## src/hdl/frame_sequence_animator_defines.svh

```systemverilog
// Assertion macros for the frame sequence animator.
// Needs a clock named clk and an active-low reset named arst_n in the using module.
`ifndef FRAME_SEQUENCE_ANIMATOR_DEFINES_SVH
`define FRAME_SEQUENCE_ANIMATOR_DEFINES_SVH

// Consequent must hold in the same cycle as the antecedent.
`define FSA_ASSERT_NOW(label, ante, cons, msg) \
	label: assert property (@(posedge clk) disable iff (!arst_n) (ante) |-> (cons)) \
		else $error(msg);

// Consequent must hold in the cycle after the antecedent.
`define FSA_ASSERT_NEXT(label, ante, cons, msg) \
	label: assert property (@(posedge clk) disable iff (!arst_n) (ante) |=> (cons)) \
		else $error(msg);

`endif

```

## src/hdl/fsa_pkg.sv

```systemverilog
// Shared types and constants for the frame sequence animator.
// No dependencies.
package fsa_pkg;

	localparam int MAX_FRAMES = 64;
	localparam int FRAC_BITS  = 8;
	localparam int DUR_W      = 16;
	localparam int TIME_W     = DUR_W + FRAC_BITS;
	localparam int POS_W      = 6;
	localparam int COUNT_W    = 7;
	localparam int SPEED_W    = 12;
	localparam int PLAYS_W    = 8;
	localparam int CFG_IDX_W  = 3;
	localparam int CFG_DATA_W = 12;

	localparam logic [SPEED_W-1:0] SPEED_MIN   = SPEED_W'(3);
	localparam logic [SPEED_W-1:0] SPEED_MAX   = SPEED_W'(2560);
	localparam logic [SPEED_W-1:0] SPEED_RESET = SPEED_W'(256);
	localparam logic [PLAYS_W-1:0] PLAYS_MAX   = '1;

	// Playback modes; the fourth code plays forward.
	localparam logic [1:0] MODE_FWD  = 2'd0;
	localparam logic [1:0] MODE_REV  = 2'd1;
	localparam logic [1:0] MODE_PING = 2'd2;

	// Configuration register indexes.
	localparam logic [CFG_IDX_W-1:0] CFG_MODE        = 3'd0;
	localparam logic [CFG_IDX_W-1:0] CFG_LOOP        = 3'd1;
	localparam logic [CFG_IDX_W-1:0] CFG_PLAY_COUNT  = 3'd2;
	localparam logic [CFG_IDX_W-1:0] CFG_SPEED       = 3'd3;
	localparam logic [CFG_IDX_W-1:0] CFG_FRAME_COUNT = 3'd4;
	localparam logic [CFG_IDX_W-1:0] CFG_RUN         = 3'd5;

	typedef enum logic [1:0] {
		OP_TICK    = 2'd0,
		OP_WRITE   = 2'd1,
		OP_RESTART = 2'd2,
		OP_FORCE   = 2'd3
	} op_t;

	typedef struct packed {
		op_t              op;
		logic [POS_W-1:0] index;
		logic [DUR_W-1:0] duration;
	} in_word_t;

	typedef struct packed {
		logic [POS_W-1:0]  frame;
		logic [TIME_W-1:0] elapsed;
		logic              done_res;
		logic              going_forward;
	} out_word_t;

endpackage

```

## src/hdl/frame_sequence_animator.sv

```systemverilog
// Frame sequence animator: duration memory plus playback state update.
// Flow: an accepted word reads the duration memory into stage 1, then the
// state update fires and its result is registered as the output word; a new
// word is accepted only after the previous one has left stage 1.
// Reset: playback state and registers clear at once; duration memory is
// not cleared and holds garbage until each entry is written.
module frame_sequence_animator
	import fsa_pkg::*;
(
	input  logic                  clk,
	input  logic                  arst_n,
	input  logic                  in_valid,
	output logic                  in_ready,
	input  in_word_t              in_data,
	output logic                  out_valid,
	input  logic                  out_ready,
	output out_word_t             out_data,
	input  logic                  cfg_we,
	input  logic [CFG_IDX_W-1:0]  cfg_index,
	input  logic [CFG_DATA_W-1:0] cfg_data
);

	`include "frame_sequence_animator_defines.svh"

	// Configuration registers
	logic [1:0]         mode_q;
	logic               loop_q;
	logic [PLAYS_W-1:0] play_count_q;
	logic [SPEED_W-1:0] speed_q;
	logic [COUNT_W-1:0] frame_count_q;
	logic               run_q;

	// Playback state
	logic [POS_W-1:0]   frame_pos_q;
	logic [TIME_W-1:0]  time_acc_q;
	logic               finished_q;
	logic [PLAYS_W-1:0] plays_q;
	logic               forward_q;
	logic               pending_q;

	// Duration table: one write port, two registered read ports
	logic [DUR_W-1:0]   dur_mem [MAX_FRAMES];
	logic [DUR_W-1:0]   rd_a_s1;
	logic [DUR_W-1:0]   rd_b_s1;
	in_word_t           item_s1;
	logic               item_valid_s1;

	out_word_t          out_q;
	logic               out_valid_q;

	logic               accept;
	logic               eval_fire;

	// Derived values from state and config
	logic [COUNT_W-1:0] n_eff;
	logic [POS_W-1:0]   last_pos;
	logic [POS_W-1:0]   clamp_pos;
	logic [POS_W-1:0]   start_pos;
	logic [POS_W-1:0]   addr_b;
	logic [SPEED_W-1:0] spd_eff;
	logic [PLAYS_W-1:0] pc_eff;
	logic [TIME_W-1:0]  dur_a;
	logic [TIME_W-1:0]  dur_b;
	logic               tick_runs;

	// Next-state values
	logic [POS_W-1:0]   nx_pos;
	logic [TIME_W-1:0]  nx_time;
	logic               nx_fin;
	logic [PLAYS_W-1:0] nx_plays;
	logic               nx_fwd;
	logic               nx_pend;
	logic               backward;
	logic               bounce;
	logic               end_hit;
	logic [TIME_W-1:0]  end_time;
	logic [TIME_W:0]    t_sum;
	logic [PLAYS_W-1:0] plays_inc;

	assign accept    = in_valid && in_ready;
	// One word in flight; the output register lets the next word in while a
	// result still waits.
	assign in_ready  = !item_valid_s1;
	assign eval_fire = item_valid_s1 && (!out_valid_q || out_ready);
	assign out_valid = out_valid_q;
	assign out_data  = out_q;

	// Frame count clamp and last frame
	assign n_eff     = (frame_count_q > COUNT_W'(MAX_FRAMES)) ? COUNT_W'(MAX_FRAMES)
	                                                          : frame_count_q;
	assign last_pos  = (n_eff == '0) ? '0 : POS_W'(n_eff - COUNT_W'(1));
	assign clamp_pos = ({1'b0, frame_pos_q} >= n_eff) ? last_pos : frame_pos_q;

	// Frame the tick starts from, after a pending restart is carried out.
	// State moves between accept and update only through a config write; without
	// one, the same value serves as read address and in the update.
	assign start_pos = pending_q ? ((mode_q == MODE_REV) ? last_pos : '0) : clamp_pos;
	// Second read: the frame before, or the last frame when the tick starts from frame 0.
	assign addr_b    = (start_pos != '0) ? (start_pos - POS_W'(1)) : last_pos;

	assign spd_eff   = (speed_q < SPEED_MIN) ? SPEED_MIN :
	                   (speed_q > SPEED_MAX) ? SPEED_MAX : speed_q;
	assign pc_eff    = (play_count_q == '0) ? PLAYS_W'(1) : play_count_q;
	assign dur_a     = {rd_a_s1, FRAC_BITS'(0)};
	assign dur_b     = {rd_b_s1, FRAC_BITS'(0)};
	assign tick_runs = run_q && !finished_q && (n_eff != '0);

	always_ff @(posedge clk) begin
		if (accept) begin
			if (in_data.op == OP_WRITE) begin
				dur_mem[in_data.index] <= in_data.duration;
			end
			rd_a_s1 <= dur_mem[start_pos];
			rd_b_s1 <= dur_mem[addr_b];
			item_s1 <= in_data;
		end
	end

	// Update logic for the word in stage 1
	always_comb begin
		nx_pos    = frame_pos_q;
		nx_time   = time_acc_q;
		nx_fin    = finished_q;
		nx_plays  = plays_q;
		nx_fwd    = forward_q;
		nx_pend   = pending_q;
		backward  = 1'b0;
		bounce    = 1'b0;
		end_hit   = 1'b0;
		end_time  = '0;
		t_sum     = '0;
		plays_inc = plays_q;
		unique case (item_s1.op)
			OP_TICK: begin
				if (tick_runs) begin
					nx_pos  = start_pos;
					nx_time = pending_q ? ((mode_q == MODE_REV) ? dur_a : '0) : time_acc_q;
					nx_fwd  = pending_q ? 1'b1 : forward_q;
					nx_pend = 1'b0;
					bounce   = (mode_q == MODE_PING) && (n_eff > COUNT_W'(1));
					backward = (mode_q == MODE_REV) || (bounce && !nx_fwd);
					t_sum    = {1'b0, nx_time} + (TIME_W+1)'(spd_eff);
					if (backward) begin
						if (nx_time > TIME_W'(spd_eff)) begin
							nx_time = nx_time - TIME_W'(spd_eff);
						end else if (nx_pos != '0) begin
							nx_pos  = nx_pos - POS_W'(1);
							nx_time = dur_b;
						end else begin
							end_hit  = 1'b1;
							end_time = '0;
						end
					end else begin
						if (t_sum < {1'b0, dur_a}) begin
							nx_time = t_sum[TIME_W-1:0];
						end else if (({1'b0, nx_pos} + COUNT_W'(1)) < n_eff) begin
							nx_pos  = nx_pos + POS_W'(1);
							nx_time = '0;
						end else if (bounce) begin
							nx_fwd  = 1'b0;
							nx_time = dur_a;
						end else begin
							end_hit  = 1'b1;
							end_time = dur_a;
						end
					end
					if (end_hit) begin
						plays_inc = (plays_q == PLAYS_MAX) ? PLAYS_MAX : plays_q + PLAYS_W'(1);
						if (!loop_q) begin
							nx_plays = plays_inc;
						end
						if (loop_q || plays_inc < pc_eff) begin
							// restart in the same tick; reverse start reads
							// the last frame through port b
							nx_fin  = 1'b0;
							nx_pend = 1'b0;
							nx_fwd  = 1'b1;
							nx_pos  = (mode_q == MODE_REV) ? last_pos : '0;
							nx_time = (mode_q == MODE_REV) ? dur_b : '0;
						end else begin
							nx_time = end_time;
							nx_fin  = 1'b1;
						end
					end
				end
			end
			OP_WRITE: begin
			end
			OP_RESTART: begin
				nx_fin   = 1'b0;
				nx_plays = '0;
				nx_pend  = 1'b1;
				nx_fwd   = 1'b1;
			end
			OP_FORCE: begin
				nx_pos  = (item_s1.index > last_pos) ? last_pos : item_s1.index;
				nx_time = '0;
				nx_fin  = 1'b0;
				nx_pend = 1'b0;
				nx_fwd  = (mode_q != MODE_REV);
			end
		endcase
	end

	// Configuration registers; to be written only while idle, the block does not enforce it
	always_ff @(posedge clk or negedge arst_n) begin
		if (!arst_n) begin
			mode_q        <= MODE_FWD;
			loop_q        <= 1'b0;
			play_count_q  <= PLAYS_W'(1);
			speed_q       <= SPEED_RESET;
			frame_count_q <= '0;
			run_q         <= 1'b0;
		end else if (cfg_we) begin
			unique case (cfg_index)
				CFG_MODE:        mode_q        <= cfg_data[1:0];
				CFG_LOOP:        loop_q        <= cfg_data[0];
				CFG_PLAY_COUNT:  play_count_q  <= cfg_data[PLAYS_W-1:0];
				CFG_SPEED:       speed_q       <= cfg_data[SPEED_W-1:0];
				CFG_FRAME_COUNT: frame_count_q <= cfg_data[COUNT_W-1:0];
				CFG_RUN:         run_q         <= cfg_data[0];
				default: begin
				end
			endcase
		end
	end

	// Playback state: updated by the stage-1 word or by a config write
	always_ff @(posedge clk or negedge arst_n) begin
		if (!arst_n) begin
			frame_pos_q <= '0;
			time_acc_q  <= '0;
			finished_q  <= 1'b0;
			plays_q     <= '0;
			forward_q   <= 1'b1;
			pending_q   <= 1'b1;
		end else if (eval_fire) begin
			frame_pos_q <= nx_pos;
			time_acc_q  <= nx_time;
			finished_q  <= nx_fin;
			plays_q     <= nx_plays;
			forward_q   <= nx_fwd;
			pending_q   <= nx_pend;
		end else if (cfg_we) begin
			unique case (cfg_index)
				CFG_MODE, CFG_PLAY_COUNT: begin
					finished_q <= 1'b0;
					plays_q    <= '0;
					forward_q  <= 1'b1;
					pending_q  <= 1'b1;
				end
				CFG_FRAME_COUNT: begin
					if (cfg_data[COUNT_W-1:0] != frame_count_q) begin
						frame_pos_q <= '0;
						time_acc_q  <= '0;
						finished_q  <= 1'b0;
						plays_q     <= '0;
						forward_q   <= 1'b1;
						pending_q   <= 1'b1;
					end
				end
				default: begin
				end
			endcase
		end
	end

	// Stage-1 valid and output register
	always_ff @(posedge clk or negedge arst_n) begin
		if (!arst_n) begin
			item_valid_s1 <= 1'b0;
			out_valid_q   <= 1'b0;
		end else begin
			if (accept) begin
				item_valid_s1 <= 1'b1;
			end else if (eval_fire) begin
				item_valid_s1 <= 1'b0;
			end
			if (eval_fire) begin
				out_valid_q <= 1'b1;
			end else if (out_ready) begin
				out_valid_q <= 1'b0;
			end
		end
	end

	always_ff @(posedge clk) begin
		if (eval_fire) begin
			out_q.frame         <= nx_pos;
			out_q.elapsed       <= nx_time;
			out_q.done_res      <= nx_fin;
			out_q.going_forward <= nx_fwd;
		end
	end

	// A running tick always lands on a frame inside the sequence.
	`FSA_ASSERT_NEXT(a_pos_in_range, eval_fire && item_s1.op == OP_TICK && tick_runs, {1'b0, frame_pos_q} < n_eff, "frame position beyond frame count after tick")
	// A running tick consumes any pending restart.
	`FSA_ASSERT_NEXT(a_pending_used, eval_fire && item_s1.op == OP_TICK && tick_runs, !pending_q, "restart still pending after running tick")
	// Forced frame starts at time zero, not finished.
	`FSA_ASSERT_NEXT(a_force_clears, eval_fire && item_s1.op == OP_FORCE, !finished_q && time_acc_q == '0, "forced frame left time or finished set")
	// Finished is reached only after the restart was carried out.
	`FSA_ASSERT_NOW(a_fin_no_pending, finished_q, !pending_q, "finished with restart pending")
	// Every update produces a result word.
	`FSA_ASSERT_NEXT(a_result_out, eval_fire, out_valid_q, "update without result word")

endmodule
```

## config.mk

```make
export PLATFORM = sky130hd
export DESIGN_NAME = frame_sequence_animator
export DESIGN_NICKNAME = d
export VERILOG_FILES = /design/src/hdl/fsa_pkg.sv /design/src/hdl/frame_sequence_animator.sv
export VERILOG_INCLUDE_DIRS = /design/src /design/src/hdl
export SDC_FILE = /design/constraint.sdc
export NUM_CORES = 2
export LEC_CHECK = 0
export BUFFER_PORTS_ARGS = -buffer_cell sky130_fd_sc_hd__buf_4
export CORE_MARGIN = 10
export CORE_UTILIZATION = 40
export DETAILED_ROUTE_END_ITERATION = 6
export GPL_TIMING_DRIVEN = 0
export PLACE_DENSITY = 0.52
export SYNTH_ARGS = -nofsm -noshare
export SYNTH_HDL_FRONTEND = slang
export SYNTH_SLANG_ARGS = --single-unit
```

## constraint.sdc

```tcl
create_clock -name clk -period 7.95 [get_ports clk]
set_input_delay 0.795 -clock clk [delete_from_list [all_inputs] [get_ports clk]]
set_output_delay 0.795 -clock clk [all_outputs]
set_load 0.01 [all_outputs]
```

==> flow_summary.json <==
{
  "status": "complete, but fails checks",
  "violations": "max-capacitance violations, max-slew violations",
  "synth_area_um2": 62400,
  "rsz0062_at_grt": "no",
  "place_congestion": 1.04,
  "cts_buffers": 139,
  "die_width_um": 415,
  "hold_viol_final": 0,
  "layout.nets": 5920,
  "max_slew.worst_pin.slew_ns": 1.62,
  "syn_inst": 5507,
  "num_rows": 144,
  "drc": 0,
  "dpl-instance-area_um2": 66800,
  "vias_per_cell": 6.76,
  "totalWireLength_um": 303000,
  "min_period_ns": 7.87,
  "drv_cap": 3,
  "grt_usage_pct": 33.6,
  "ys_warn_count": 0,
  "path_clk_slew_ns": 0.06,
  "syn_nets": 5626,
  "final-seq-area_um2": 34800,
  "max_stage_delay_ns": 0.74,
  "final_cell_mix": "edfxtp_1 (1096), nand2_1 (802), mux2i_1 (428)",
  "ys_types": 97,
  "fmax_mhz": 127,
  "cts_root_buf": "clkbuf_16",
  "io_pins": 78,
  "postLayoutCellArea_um2": 72300,
  "fin_skew_ns": 0.0282,
  "dr.first_iter.drc_count": 8713,
  "drive_above_1_share_pct": 13.6,
  "setup.worst_path.end_class": "flop",
  "path_max_fanout": 19,
  "drtAntennaViolNets": 0,
  "area_growth_pct": 15.9,
  "overflow": 0,
  "slew_headroom_pct": -8.21,
  "arrival_ns": 8.36,
  "regToRegSetupSlack_ns": 0.08,
  "synth_seq_cells": 1170,
  "slowest_stage": "buf_1",
  "ys.flop_type": "edfxtp_1",
  "synth_edf_count": 1096,
  "grt_antenna_before_repair": 25,
  "r2r_cells": 25,
  "async_reset_ff_share_pct": 6.32,
  "seq_area_frac_synth_pct": 55.7,
  "die_h_um": 415,
  "grt_pass1_vias": 50290,
  "n_fill_cell": 14189,
  "clk_latency_ns": 0.80,
  "report.final.slew_viol_count": 33,
  "wire_per_inst_um": 38.0,
  "clk_path_buf_depth": 3,
  "start_kind": "flop",
  "initial_utilization_pct": 40.4,
  "period_share_pct": 99.1,
  "io_buffer_count": 77,
  "grt_pass1_wl_um": 410000,
  "cts_tree": "yes",
  "crit_required_ns": 8.44,
  "vias": 53867,
  "grt_max_degree": 75,
  "clkSinkCount": 1170,
  "setup_viol": 0,
  "criticalPathCategory": "flop to flop",
  "hp-class": "input port to async pin",
  "cp_common_cell": "nand2_2",
  "drtPass1Iterations": 7,
  "fp.coreArea_um2": 155000,
  "dp_hpwl_um": 226000,
  "dieArea_um2": 172000,
  "mostFrequentLayoutCell": "edfxtp_1",
  "synth.avg_cell_area_um2": 11.3,
  "cts.htree.levels": 4,
  "multi_input_area_um2": 26400
}
## cell usage after synthesis (13+ instances only)
cell type	count	area share [%]
and3_1	118	1.2
a2111oi_0	48	0.67
clkbuf_1	336	2.0
mux2_2	80	1.4
nor3_1	103	0.83
o22ai_1	56	0.56
o221ai_1	152	2.1
nand2b_1	15	0.15
o32ai_1	16	0.22
a32oi_1	38	0.53
o21ai_1	13	0.10
nand3_1	176	1.4
o211ai_1	49	0.59
a311oi_1	18	0.25
inv_1	70	0.42
a22o_1	35	0.49
nand2_1	811	4.9
buf_1	66	0.40
a31oi_1	175	1.8
a311o_1	17	0.27
o21ai_0	111	0.89
nor4_1	29	0.29
mux2i_1	429	6.9
and2_1	109	1.1
a21oi_1	239	1.9
mux4_2	20	0.72
ha_1	73	1.5
a221o_1	29	0.47
nor2b_1	19	0.19
a21boi_0	13	0.16
o31ai_1	39	0.47
nor2_1	156	0.94
xnor2_1	32	0.45
edfxtp_1	1096	53
a211oi_1	273	3.3
dfrtp_1	70	2.8
buf_2	55	0.44
nand4_1	42	0.42
a21o_1	22	0.26
o2111ai_1	36	0.51
## sequential cells by signal (all words and copies together) (netlist names), 2 cells and up
register	count
frame_pos_q	6
rd_a_s1	16
mode_q	2
plays_q	8
out_data	32
rd_b_s1	16
time_acc_q	24
speed_q	12
item_s1	8
dur_mem	1024
play_count_q	8
frame_count_q	7
## critical path: cells and delay by family, from the launching register on
family | cells | cell delay (ns)
AO/OA/AOI/OAI | 5 | 1.57
adder cells (fa/ha/maj) | 2 | 0.53
buffers and inverters | 11 | 3.37
flip-flops | 1 | 0.31
AND/OR/NAND/NOR | 7 | 1.71
## stage by stage
| step | TNS, ns | worst slack (ns) | util (%) | instances | hold slack (ns) |
|---|---|---|---|---|---|
| 3_3_place_gp | -226.27 | -4.21 | 42.4 | 7628 | 0.483 |
| 5_1_grt | 0 | 0.0282 | 46.8 | 7958 | 0.220 |
| 6_report | 0 | 0.0750 | 46.8 | 7970 | 0.171 |
| 4_1_cts | 0 | 0.00156 | 46.6 | 7955 | 0.194 |
| 2_1_floorplan | 0 | 1.54 | - | 5507 | 0.464 |
| 3_5_place_dp | -173.52 | -4.22 | 43.2 | 7689 | 0.495 |
## layer usage
| metal | GRT usage (%) | routed length (µm) | share of wire [%] |
|---|---|---|---|
| met1 | 45.0 | 120000 | 40 |
| met2 | 50.0 | 130000 | 43 |
| met3 | 9.37 | 36000 | 12 |
| met4 | 16.1 | 17500 | 5.8 |
| met5 | 0 | 62 | 0.020 |
## cell type report
cell class / instances / share of cell area [%]
Clock buffer: 174 / 5.08
Inverter: 76 / 0.396
Sequential cell: 1170 / 48.1
Multi-Input combinational cell: 3795 / 36.5
Buffer: 455 / 2.81
Timing Repair Buffer: 164 / 2.60
Clock inverter: 80 / 0.962
Tap cell: 2044 / 3.54
Antenna cell: 12 / 0.0415
## repair_timing
action / 4_1_cts / 5_1_grt
setup endpoints to repair: 89 / 69
hold buffers: 0 / 0
gates resized for setup: 211 / 68
hold endpoints to repair: 0 / 0
buffers inserted: 20 / 5
pin swaps: 22 / 11
## final timing paths
check,from,end
hold reg to reg,time_acc_q[10]$_DFFE_PN0P_,time_acc_q[10]$_DFFE_PN0P_
setup / recovery,frame_count_q[6]$_DFFE_PN0P_,rd_b_s1[5]$_DFFE_PP_
min in group clk,in_data[16],item_s1[16]$_DFFE_PP_
max in group asynchronous,arst_n,play_count_q[7]$_DFFE_PN0P_
hold / removal,arst_n,time_acc_q[17]$_DFFE_PN0P_
setup reg to reg,frame_count_q[6]$_DFFE_PN0P_,rd_b_s1[5]$_DFFE_PP_
## kinds of logic after synthesis
family          share of synthesized area, %
compound gates                          17.5
xor+xnor                               0.589
fa+ha+maj                               1.53
buf+inv                                 3.44
flops                                   55.7
mux                                     9.04
simple gates                            12.2
Power is left out: the tool's default activity adds up to more than one toggle a clock period on the data nets, which glitch-free logic cannot reach.
